File: config.mk
export PLATFORM = sky130hd
export DESIGN_NAME = box_centroid_follow_controller_top
export DESIGN_NICKNAME = d
export VERILOG_FILES = /design/src/hdl/bcf_pkg.sv /design/src/hdl/bcf_front.sv /design/src/hdl/bcf_queue.sv /design/src/hdl/bcf_back.sv /design/src/hdl/box_centroid_follow_controller_top.sv
export SDC_FILE = /design/constraint.sdc
export NUM_CORES = 2
export LEC_CHECK = 0
export BUFFER_PORTS_ARGS = -buffer_cell sky130_fd_sc_hd__buf_4
export CAP_MARGIN = 40
export CORE_ASPECT_RATIO = 0.6
export CORE_UTILIZATION = 60
export DETAILED_ROUTE_END_ITERATION = 10
export MAX_ROUTING_LAYER = met4
export PLACE_DENSITY = 0.77
export SKIP_CTS_REPAIR_TIMING = 1
export SYNTH_ARGS = -nofsm -noshare
export SYNTH_HDL_FRONTEND = slang
export SYNTH_HIERARCHICAL = 1
export SYNTH_SLANG_ARGS = --single-unit
File: constraint.sdc
create_clock -name clk -period 11 [get_ports clk]
set_input_delay 3.3 -clock clk [delete_from_list [all_inputs] [get_ports clk]]
set_output_delay 3.3 -clock clk [all_outputs]
set_load 0.03 [all_outputs]
File: src/hdl/bcf_pkg.sv
package bcf_pkg;

	// Frame arithmetic widths
	localparam int COORD_BITS   = 16;
	localparam int COUNT_BITS   = 20;
	localparam int SUM_BITS     = 36;
	localparam int MIN_POINTS   = 4000;
	localparam int DIV_STEPS    = SUM_BITS;
	localparam int DIV_CNT_BITS = $clog2(DIV_STEPS + 1);

	// Frame queue between front and back
	localparam int QUEUE_DEPTH  = 2;
	localparam int QPTR_BITS    = $clog2(QUEUE_DEPTH);
	localparam int QCNT_BITS    = $clog2(QUEUE_DEPTH + 1);

	// Register indexes on the configuration port
	localparam int CFG_IDX_BITS = 3;
	localparam logic [CFG_IDX_BITS-1:0] REG_BOX_MIN_Y       = 3'd0;
	localparam logic [CFG_IDX_BITS-1:0] REG_BOX_MAX_Y       = 3'd1;
	localparam logic [CFG_IDX_BITS-1:0] REG_BOX_MIN_X       = 3'd2;
	localparam logic [CFG_IDX_BITS-1:0] REG_BOX_MAX_X       = 3'd3;
	localparam logic [CFG_IDX_BITS-1:0] REG_BOX_MAX_Z       = 3'd4;
	localparam logic [CFG_IDX_BITS-1:0] REG_TARGET_DISTANCE = 3'd5;
	localparam logic [CFG_IDX_BITS-1:0] REG_FORWARD_GAIN    = 3'd6;
	localparam logic [CFG_IDX_BITS-1:0] REG_TURN_GAIN       = 3'd7;

	typedef struct packed {
		logic signed [COORD_BITS-1:0] box_min_y;
		logic signed [COORD_BITS-1:0] box_max_y;
		logic signed [COORD_BITS-1:0] box_min_x;
		logic signed [COORD_BITS-1:0] box_max_x;
		logic signed [COORD_BITS-1:0] box_max_z;
		logic signed [COORD_BITS-1:0] target_distance;
		logic        [COORD_BITS-1:0] forward_gain;
		logic        [COORD_BITS-1:0] turn_gain;
	} bcf_cfg_t;

	// Totals of one finished frame
	typedef struct packed {
		logic signed [SUM_BITS-1:0]   sum_x;
		logic signed [SUM_BITS-1:0]   sum_y;
		logic signed [COORD_BITS-1:0] min_z;
		logic        [COUNT_BITS-1:0] count;
		logic                         follow;
		logic                         person;
	} bcf_frame_t;

	typedef enum logic [1:0] {
		BK_IDLE,
		BK_DIV,
		BK_MUL,
		BK_SAT
	} bcf_back_state_t;

endpackage

File: src/hdl/bcf_front.sv
module bcf_front (
	input  logic                                  clk,
	input  logic                                  arst_n,
	input  bcf_pkg::bcf_cfg_t                     cfg,
	input  logic                                  in_valid,
	output logic                                  in_ready,
	input  logic signed [bcf_pkg::COORD_BITS-1:0] point_x,
	input  logic signed [bcf_pkg::COORD_BITS-1:0] point_y,
	input  logic signed [bcf_pkg::COORD_BITS-1:0] point_z,
	input  logic                                  point_valid,
	input  logic                                  frame_end,
	input  logic                                  follow_enable,
	input  logic                                  person_seen,
	input  logic                                  q_full,
	output logic                                  q_push,
	output bcf_pkg::bcf_frame_t                   q_data
);

	logic signed [bcf_pkg::SUM_BITS-1:0]   sum_x_q, sum_y_q, sum_x_nx, sum_y_nx;
	logic signed [bcf_pkg::COORD_BITS-1:0] min_z_q, min_z_nx;
	logic        [bcf_pkg::COUNT_BITS-1:0] count_q, count_nx;
	logic signed [bcf_pkg::COORD_BITS:0]   neg_y;
	logic                                  hit, accept;

	// Stall only when the frame queue has no room
	assign in_ready = !q_full;
	assign accept   = in_valid && in_ready;

	// Box test on the point itself, with -y taken at full precision
	always_comb begin
		neg_y = -{point_y[bcf_pkg::COORD_BITS-1], point_y};
		hit = point_valid
			&& (neg_y > $signed({cfg.box_min_y[bcf_pkg::COORD_BITS-1], cfg.box_min_y}))
			&& (neg_y < $signed({cfg.box_max_y[bcf_pkg::COORD_BITS-1], cfg.box_max_y}))
			&& (point_x > cfg.box_min_x) && (point_x < cfg.box_max_x)
			&& (point_z < cfg.box_max_z)
			&& (count_q != '1);
	end

	// Running totals including this point
	always_comb begin
		sum_x_nx = sum_x_q;
		sum_y_nx = sum_y_q;
		min_z_nx = min_z_q;
		count_nx = count_q;
		if (hit) begin
			sum_x_nx = sum_x_q + bcf_pkg::SUM_BITS'(point_x);
			sum_y_nx = sum_y_q + bcf_pkg::SUM_BITS'(point_y);
			if (point_z < min_z_q) begin
				min_z_nx = point_z;
			end
			count_nx = count_q + 1'b1;
		end
	end

	// Hand the frame totals to the back on the last beat
	assign q_push        = accept && frame_end;
	assign q_data.sum_x  = sum_x_nx;
	assign q_data.sum_y  = sum_y_nx;
	assign q_data.min_z  = min_z_nx;
	assign q_data.count  = count_nx;
	assign q_data.follow = follow_enable;
	assign q_data.person = person_seen;

	// Accumulate, clear after each frame
	always_ff @(posedge clk or negedge arst_n) begin
		if (!arst_n) begin
			sum_x_q <= '0;
			sum_y_q <= '0;
			min_z_q <= {1'b0, {(bcf_pkg::COORD_BITS-1){1'b1}}};
			count_q <= '0;
		end else if (accept) begin
			if (frame_end) begin
				sum_x_q <= '0;
				sum_y_q <= '0;
				min_z_q <= {1'b0, {(bcf_pkg::COORD_BITS-1){1'b1}}};
				count_q <= '0;
			end else begin
				sum_x_q <= sum_x_nx;
				sum_y_q <= sum_y_nx;
				min_z_q <= min_z_nx;
				count_q <= count_nx;
			end
		end
	end

endmodule

File: src/hdl/bcf_queue.sv
module bcf_queue (
	input  logic                clk,
	input  logic                arst_n,
	input  logic                push,
	input  bcf_pkg::bcf_frame_t push_data,
	output logic                full,
	input  logic                pop,
	output bcf_pkg::bcf_frame_t pop_data,
	output logic                empty
);

	bcf_pkg::bcf_frame_t                 mem_q [bcf_pkg::QUEUE_DEPTH];
	logic [bcf_pkg::QPTR_BITS-1:0]       wr_ptr_q, rd_ptr_q;
	logic [bcf_pkg::QCNT_BITS-1:0]       cnt_q;
	logic                                do_push, do_pop;

	assign full     = (cnt_q == bcf_pkg::QCNT_BITS'(bcf_pkg::QUEUE_DEPTH));
	assign empty    = (cnt_q == '0);
	assign do_push  = push && !full;
	assign do_pop   = pop && !empty;
	assign pop_data = mem_q[rd_ptr_q];

	// Store entries
	always_ff @(posedge clk) begin
		if (do_push) begin
			mem_q[wr_ptr_q] <= push_data;
		end
	end

	// Advance pointers and fill count
	always_ff @(posedge clk or negedge arst_n) begin
		if (!arst_n) begin
			wr_ptr_q <= '0;
			rd_ptr_q <= '0;
			cnt_q    <= '0;
		end else begin
			if (do_push) begin
				wr_ptr_q <= wr_ptr_q + 1'b1;
			end
			if (do_pop) begin
				rd_ptr_q <= rd_ptr_q + 1'b1;
			end
			if (do_push && !do_pop) begin
				cnt_q <= cnt_q + 1'b1;
			end else if (do_pop && !do_push) begin
				cnt_q <= cnt_q - 1'b1;
			end
		end
	end

endmodule

File: src/hdl/bcf_back.sv
module bcf_back (
	input  logic                clk,
	input  logic                arst_n,
	input  bcf_pkg::bcf_cfg_t   cfg,
	input  logic                q_empty,
	input  bcf_pkg::bcf_frame_t q_data,
	output logic                q_pop,
	output logic                out_valid,
	input  logic                out_ready,
	output logic                target_found,
	output logic                drive_issued,
	output logic signed [15:0]  linear_speed,
	output logic signed [15:0]  angular_speed,
	output logic signed [15:0]  centroid_x,
	output logic signed [15:0]  centroid_y,
	output logic signed [15:0]  nearest_z,
	output logic [bcf_pkg::COUNT_BITS-1:0] point_count
);

	localparam int SB = bcf_pkg::SUM_BITS;
	localparam int CB = bcf_pkg::COUNT_BITS;

	bcf_pkg::bcf_back_state_t           state_q, state_nx;
	bcf_pkg::bcf_frame_t                frame_q;
	logic [bcf_pkg::DIV_CNT_BITS-1:0]   step_q;
	logic [SB-1:0]                      quo_x_q, quo_y_q;
	logic [CB-1:0]                      rem_x_q, rem_y_q;
	logic                               neg_x_q, neg_y_q;
	logic [CB:0]                        shl_x, shl_y, dif_x, dif_y;
	logic                               ge_x, ge_y;
	logic [SB-1:0]                      cx_full, cy_full;
	logic signed [16:0]                 cx17, lin_diff, fg_s, tg_s;
	logic signed [17:0]                 neg_cx;
	logic signed [34:0]                 lin_prod, ang_prod;
	logic signed [34:0]                 lin_prod_s2, ang_prod_s2;
	logic signed [15:0]                 cx_s2, cy_s2, nz_s2;
	logic                               found_s2, drive_s2;
	logic                               found;
	logic                               load_out, start, div_done;

	function automatic logic signed [15:0] sat16(input logic signed [34:0] v);
		logic signed [26:0] sh;
		sh = v[34:8];
		if (sh > 27'sd32767) begin
			sat16 = 16'sh7fff;
		end else if (sh < -27'sd32768) begin
			sat16 = 16'sh8000;
		end else begin
			sat16 = sh[15:0];
		end
	endfunction

	// State register
	always_ff @(posedge clk or negedge arst_n) begin
		if (!arst_n) begin
			state_q <= bcf_pkg::BK_IDLE;
		end else begin
			state_q <= state_nx;
		end
	end

	// Next state and control
	always_comb begin
		state_nx = state_q;
		q_pop    = 1'b0;
		start    = 1'b0;
		load_out = 1'b0;
		case (state_q)
			bcf_pkg::BK_IDLE: begin
				if (!q_empty) begin
					q_pop    = 1'b1;
					start    = 1'b1;
					state_nx = bcf_pkg::BK_DIV;
				end
			end
			bcf_pkg::BK_DIV: begin
				if (div_done) begin
					state_nx = bcf_pkg::BK_MUL;
				end
			end
			bcf_pkg::BK_MUL: begin
				state_nx = bcf_pkg::BK_SAT;
			end
			bcf_pkg::BK_SAT: begin
				if (!out_valid || out_ready) begin
					load_out = 1'b1;
					state_nx = bcf_pkg::BK_IDLE;
				end
			end
			default: begin
				state_nx = bcf_pkg::BK_IDLE;
			end
		endcase
	end

	assign div_done = (step_q == bcf_pkg::DIV_CNT_BITS'(bcf_pkg::DIV_STEPS - 1));

	// One restoring step per cycle for both sums
	always_comb begin
		shl_x = {rem_x_q, quo_x_q[SB-1]};
		shl_y = {rem_y_q, quo_y_q[SB-1]};
		dif_x = shl_x - {1'b0, frame_q.count};
		dif_y = shl_y - {1'b0, frame_q.count};
		ge_x  = !dif_x[CB];
		ge_y  = !dif_y[CB];
	end

	// Load magnitudes, then iterate
	always_ff @(posedge clk) begin
		if (start) begin
			frame_q <= q_data;
			neg_x_q <= q_data.sum_x[SB-1];
			neg_y_q <= q_data.sum_y[SB-1];
			quo_x_q <= q_data.sum_x[SB-1] ? SB'(-q_data.sum_x) : q_data.sum_x;
			quo_y_q <= q_data.sum_y[SB-1] ? SB'(-q_data.sum_y) : q_data.sum_y;
			rem_x_q <= '0;
			rem_y_q <= '0;
			step_q  <= '0;
		end else if (state_q == bcf_pkg::BK_DIV) begin
			quo_x_q <= {quo_x_q[SB-2:0], ge_x};
			quo_y_q <= {quo_y_q[SB-2:0], ge_y};
			rem_x_q <= ge_x ? dif_x[CB-1:0] : shl_x[CB-1:0];
			rem_y_q <= ge_y ? dif_y[CB-1:0] : shl_y[CB-1:0];
			step_q  <= step_q + 1'b1;
		end
	end

	// Signed centroid and gain products
	always_comb begin
		found    = (32'(frame_q.count) > 32'(bcf_pkg::MIN_POINTS)) && (frame_q.count != '0);
		cx_full  = neg_x_q ? SB'(-quo_x_q) : quo_x_q;
		cy_full  = neg_y_q ? SB'(-quo_y_q) : quo_y_q;
		cx17     = cx_full[16:0];
		neg_cx   = -{cx17[16], cx17};
		lin_diff = {frame_q.min_z[15], frame_q.min_z}
			- {cfg.target_distance[15], cfg.target_distance};
		fg_s     = {1'b0, cfg.forward_gain};
		tg_s     = {1'b0, cfg.turn_gain};
		lin_prod = 35'(lin_diff) * 35'(fg_s);
		ang_prod = 35'(neg_cx) * 35'(tg_s);
	end

	// Register products
	always_ff @(posedge clk) begin
		if (state_q == bcf_pkg::BK_MUL) begin
			lin_prod_s2 <= lin_prod;
			ang_prod_s2 <= ang_prod;
			cx_s2       <= found ? cx_full[15:0] : '0;
			cy_s2       <= found ? cy_full[15:0] : '0;
			nz_s2       <= found ? frame_q.min_z : '0;
			found_s2    <= found;
			drive_s2    <= found && frame_q.follow && frame_q.person;
		end
	end

	// Output register
	always_ff @(posedge clk or negedge arst_n) begin
		if (!arst_n) begin
			out_valid <= 1'b0;
		end else if (load_out) begin
			out_valid <= 1'b1;
		end else if (out_ready) begin
			out_valid <= 1'b0;
		end
	end

	always_ff @(posedge clk) begin
		if (load_out) begin
			target_found  <= found_s2;
			drive_issued  <= frame_q.follow;
			linear_speed  <= drive_s2 ? sat16(lin_prod_s2) : '0;
			angular_speed <= drive_s2 ? sat16(ang_prod_s2) : '0;
			centroid_x    <= cx_s2;
			centroid_y    <= cy_s2;
			nearest_z     <= nz_s2;
			point_count   <= frame_q.count;
		end
	end

`ifndef SYNTHESIS
	a_step_range: assert property (@(posedge clk) disable iff (!arst_n)
		state_q == bcf_pkg::BK_DIV |-> step_q < bcf_pkg::DIV_CNT_BITS'(bcf_pkg::DIV_STEPS))
		else $error("divider step out of range");

	a_no_target_zero: assert property (@(posedge clk) disable iff (!arst_n)
		(out_valid && !target_found) |-> (linear_speed == '0 && angular_speed == '0
			&& centroid_x == '0 && centroid_y == '0 && nearest_z == '0))
		else $error("result fields set without a target");

	a_sat_order: assert property (@(posedge clk) disable iff (!arst_n)
		$rose(state_q == bcf_pkg::BK_SAT) |-> $past(state_q) == bcf_pkg::BK_MUL)
		else $error("saturation stage entered without products");

	a_pop_start: assert property (@(posedge clk) disable iff (!arst_n)
		q_pop |=> state_q == bcf_pkg::BK_DIV && step_q == '0)
		else $error("frame popped without starting the divider");
`endif

endmodule

File: src/hdl/box_centroid_follow_controller_top.sv
// Box centroid follower.
// Points enter on the s_axis channel, one beat per point; tlast marks the last
// point of a frame. Points inside the configured box are summed, the nearest
// depth and a count are kept. Each frame gives one result beat on m_axis with
// the centroid, nearest depth, count and the forward and turn commands.
// Throughput: one point per cycle. s_axis_tready drops only while the
// two-entry frame queue is full.
// When the back end is idle, the tlast beat reaches m_axis_tvalid through the
// queue, a pop into the back end, a restoring shift-subtract divider for each
// sum (one quotient bit per cycle for both sums), a register for the gain
// products, and a state that saturates and loads the result register.
// The back end takes one frame at a time, so a stream of short frames fills the
// queue and stalls the input.
// Registers are written on the cfg channel (always ready); keep writes to idle, the block does not enforce it.
// Reset clears the frame totals, empties the queue, drops m_axis_tvalid and
// loads the default box and gains.
// When m_axis_tready is low the result holds; the next frame waits in the back
// end and in the queue, and points keep flowing until the queue fills.
module box_centroid_follow_controller_top (
	input  logic                               clk,
	input  logic                               arst_n,
	input  logic                               s_axis_tvalid,
	output logic                               s_axis_tready,
	// point_x[15:0], point_y[31:16], point_z[47:32],
	// follow_enable[48], person_seen[49], zero[55:50]
	input  logic [55:0]                        s_axis_tdata,
	// point_valid[0]
	input  logic                               s_axis_tuser,
	input  logic                               s_axis_tlast,
	output logic                               m_axis_tvalid,
	input  logic                               m_axis_tready,
	// target_found[0], drive_issued[1], linear_speed[17:2], angular_speed[33:18],
	// centroid_x[49:34], centroid_y[65:50], nearest_z[81:66],
	// point_count[101:82], zero[103:102]
	output logic [103:0]                       m_axis_tdata,
	input  logic                               cfg_valid,
	output logic                               cfg_ready,
	input  logic [bcf_pkg::CFG_IDX_BITS-1:0]   cfg_index,
	input  logic [15:0]                        cfg_data
);

	bcf_pkg::bcf_cfg_t   cfg_q;
	bcf_pkg::bcf_frame_t push_data, pop_data;
	logic                q_push, q_pop, q_full, q_empty;
	logic                target_found, drive_issued;
	logic signed [15:0]  linear_speed, angular_speed, centroid_x, centroid_y, nearest_z;
	logic [bcf_pkg::COUNT_BITS-1:0] point_count;

	// Register file
	assign cfg_ready = 1'b1;

	always_ff @(posedge clk or negedge arst_n) begin
		if (!arst_n) begin
			cfg_q.box_min_y       <= 16'sd100;
			cfg_q.box_max_y       <= 16'sd500;
			cfg_q.box_min_x       <= -16'sd200;
			cfg_q.box_max_x       <= 16'sd200;
			cfg_q.box_max_z       <= 16'sd800;
			cfg_q.target_distance <= 16'sd600;
			cfg_q.forward_gain    <= 16'd256;
			cfg_q.turn_gain       <= 16'd1280;
		end else if (cfg_valid && cfg_ready) begin
			case (cfg_index)
				bcf_pkg::REG_BOX_MIN_Y:       cfg_q.box_min_y       <= cfg_data;
				bcf_pkg::REG_BOX_MAX_Y:       cfg_q.box_max_y       <= cfg_data;
				bcf_pkg::REG_BOX_MIN_X:       cfg_q.box_min_x       <= cfg_data;
				bcf_pkg::REG_BOX_MAX_X:       cfg_q.box_max_x       <= cfg_data;
				bcf_pkg::REG_BOX_MAX_Z:       cfg_q.box_max_z       <= cfg_data;
				bcf_pkg::REG_TARGET_DISTANCE: cfg_q.target_distance <= cfg_data;
				bcf_pkg::REG_FORWARD_GAIN:    cfg_q.forward_gain    <= cfg_data;
				bcf_pkg::REG_TURN_GAIN:       cfg_q.turn_gain       <= cfg_data;
				default: begin
				end
			endcase
		end
	end

	bcf_front u_front (
		.clk           (clk),
		.arst_n        (arst_n),
		.cfg           (cfg_q),
		.in_valid      (s_axis_tvalid),
		.in_ready      (s_axis_tready),
		.point_x       (s_axis_tdata[15:0]),
		.point_y       (s_axis_tdata[31:16]),
		.point_z       (s_axis_tdata[47:32]),
		.point_valid   (s_axis_tuser),
		.frame_end     (s_axis_tlast),
		.follow_enable (s_axis_tdata[48]),
		.person_seen   (s_axis_tdata[49]),
		.q_full        (q_full),
		.q_push        (q_push),
		.q_data        (push_data)
	);

	bcf_queue u_queue (
		.clk       (clk),
		.arst_n    (arst_n),
		.push      (q_push),
		.push_data (push_data),
		.full      (q_full),
		.pop       (q_pop),
		.pop_data  (pop_data),
		.empty     (q_empty)
	);

	bcf_back u_back (
		.clk           (clk),
		.arst_n        (arst_n),
		.cfg           (cfg_q),
		.q_empty       (q_empty),
		.q_data        (pop_data),
		.q_pop         (q_pop),
		.out_valid     (m_axis_tvalid),
		.out_ready     (m_axis_tready),
		.target_found  (target_found),
		.drive_issued  (drive_issued),
		.linear_speed  (linear_speed),
		.angular_speed (angular_speed),
		.centroid_x    (centroid_x),
		.centroid_y    (centroid_y),
		.nearest_z     (nearest_z),
		.point_count   (point_count)
	);

	// Pack the result beat
	assign m_axis_tdata = {2'b00, point_count, nearest_z, centroid_y, centroid_x,
		angular_speed, linear_speed, drive_issued, target_found};

endmodule

==> reports/metrics.cfg <==
[status]
outcome = finished, final reports clean

[global_route]
grt_max_degree = 137
gr-total-overflow = 0
grt_pass1_vias = 44759
gr-usage-all-layers = 0.304
grt.met3_usage = 0.0626
global_route.usage.met1 = 0.470
use_met2 = 0.406
grt_antenna_before_repair = 22
grt.busiest_layer = met1
grt_first_pass_wirelength_um = 252000

[synthesis]
async_reset_ff_frac = 0.294
synth_most_common_cell = inv_1
ys_ff_latch = 826
synthCells = 6228
synth-edff-count = 537
syn_avg_cell_area_um2 = 10.4
synth-main-ff-cell = edfxtp_1
synth.top_cells.by_count = 895 x inv_1, 738 x nand2_1, 568 x fa_1
ys_seq_area_frac = 0.357
yosys.area.top_type = edfxtp_1
synth.distinct_cells = 113
synthTopCellsByArea = edfxtp_1 25%, fa_1 18%, ha_1 7.8%
syn_area_um2 = 64900
synth_top_cell_area_share = 0.249
yosys_warnings = 6

[cts]
cts_buffers = 82
clock_latency_ns = 0.70
root_buffer = clkbuf_16
clkSinkCount = 826
htreeDepth = 3
clk_path_buf_depth = 3
tritoncts = done
path_clk_slew_ns = 0.07

[placed_design]
pre_cts_ws_ns = 0.992
gp_congestion = 0.927
numPortBuffers = 179
hpwl_um = 118000

[setup_path]
worstPathRequired_ns = 11.44
cp_slowest_cell = fa_1
cp.arrival_ns = 10.65
worstReg2RegStart = u_back/quo_x_q[0]
cp_max_fo = 20
critPathCaptureType = flop
r2r_slack_ns = 0.79
reg2reg_to = u_back/ang_prod_s2[34]
r2r_cells = 30
cp-start-kind = flop
cp_slowest_stage_delay_ns = 0.61
worst-setup-path-type = flop to flop

[sta]
setup_viol = 0
worst_pin_slew_ns = 0.925
finalHoldViolations = 0
skew_ns = 0.0407
grt_setup_unrepaired = false
setup_ws_ns = 0.793
slew_headroom = 0.383
post-route-period-util = 0.928
hold_slack_ns = 0.416
finalSetupTns_ns = 0
fin_crit_ns = 10.21
finalMaxSlewViolations = 0
max_freq_mhz = 98.0

[cells_and_area]
nets = 7376
regArea_um2 = 23200
multi_input_area_um2 = 37300
fillers = 8267
drive_gt1_frac = 0.122
utilization = 0.656
syn_to_final_growth_pct = 8.52

[floorplan]
fp.dieArea_um2 = 109000
core_area_um2 = 107000
die_w_um = 427
placementRows = 93
die_h_um = 257
start_util = 0.605
io_pins = 189

[route]
dr.pass1.iters = 8
vias = 45643
wirelength_um = 158000
avgRoutedWirePerCell_um = 20.2
post-route-drc-count = 0
antenna_left = 0
drt_iter0_markers = 4516
vias_per_cell = 5.83

[hold_path]
min_to = u_back/centroid_y[5]
hold_depth = 0
hold_path_class = flop to flop
hp-start = u_back/cy_s2[5]

[flow_run]
max-cap-violations = 0

[worst max-delay path, delay by kind of cell (launching register included)]
family / cells / cell delay (ns)
buffers and inverters: 7 / 0.76
AOI/OAI and AO/OA: 6 / 1.66
adders and majority gates: 8 / 3.72
xor gates and xnor gates: 2 / 0.48
and+or+nand+nor: 7 / 2.92
DFF: 1 / 0.37
[cells in the final DEF, fill, tap and decap left out, drive strengths merged, types with 19 or more instances in the layout]
cell type	instances
xor2	162
o21a	33
nand4	40
o21ai	300
and2	239
nand2	739
nor3	70
nor4	35
a22oi	48
nand2b	50
and3	43
ha	407
mux2	265
xnor2	160
diode	21
fa	568
nand3	71
or3	22
clkbuf	110
buf	251
a31oi	19
o21bai	19
edfxtp	537
o211ai	20
mux2i	41
dfstp	48
o31ai	47
clkinv	23
a21oi	202
nor2	273
dfrtp	195
inv	902
a21o	72
dfxtp	46
nor2b	76
[state kept, by name, indices dropped and copies added, names as in the netlist, 20 cells and up]
register            cells
u_back/ang_prod_s2     27
u_back/lin_prod_s2     26
u_queue/mem_q         220
u_back/frame_q         38
u_back/point_count     20
u_back/rem_x_q         20
u_front/sum_x_q        36
u_back/quo_y_q         36
u_front/count_q        20
u_back/quo_x_q         36
u_back/rem_y_q         20
cfg_q                 128
u_front/sum_y_q        36
[area by class of cell]
type	count	area share
Multi-Input combinational cell	4263	0.530
Sequential cell	826	0.329
Inverter	895	0.0477
Clock buffer	110	0.0319
Timing Repair Buffer	251	0.0290
Tap cell	1425	0.0253
Clock inverter	41	0.00551
Antenna cell	21	0.000746
[cells by family after synthesis]
logic type,synth area share
other cells,0.000116
fa+ha+maj,0.254
xor+xnor,0.0441
compound gates,0.0916
buf+inv,0.0701
simple gates,0.130
mux,0.0529
flops,0.357
[layer usage]
metal,wire (µm),share of wire
met3,14500,0.091
met4,3330,0.021
met2,65600,0.41
met5,0,0
met1,75000,0.47
[stage by stage]
stage                     std cells  instance area (µm²)
after floorplan                6229                64900
after global placement         7647                67500
after detailed placement       7659                67700
after CTS                      7810                70300
after global routing           7830                70400
final                          7832                70400
[how the worst max path moves through the flow]
| stage | start | endpoint | slack [ns] | cells after the start |
|---|---|---|---|---|
| after detailed placement | u_back/quo_x_q[0] | u_back/ang_prod_s2[34] | 0.99 | 30 |
| after CTS | u_back/quo_x_q[0] | u_back/ang_prod_s2[34] | 0.95 | 30 |
| final | u_back/quo_x_q[0] | u_back/ang_prod_s2[34] | 0.79 | 30 |
| after global routing | u_back/quo_x_q[0] | u_back/ang_prod_s2[34] | 0.31 | 29 |
| after floorplan | s_axis_tlast | u_queue/mem_q[0][0] | 1.60 | 7 |
| after global placement | u_back/quo_x_q[0] | u_back/ang_prod_s2[34] | 1.20 | 30 |
Power is left out: the tool's default activity adds up to more than one toggle a clock period on the data nets, which glitch-free logic cannot reach.
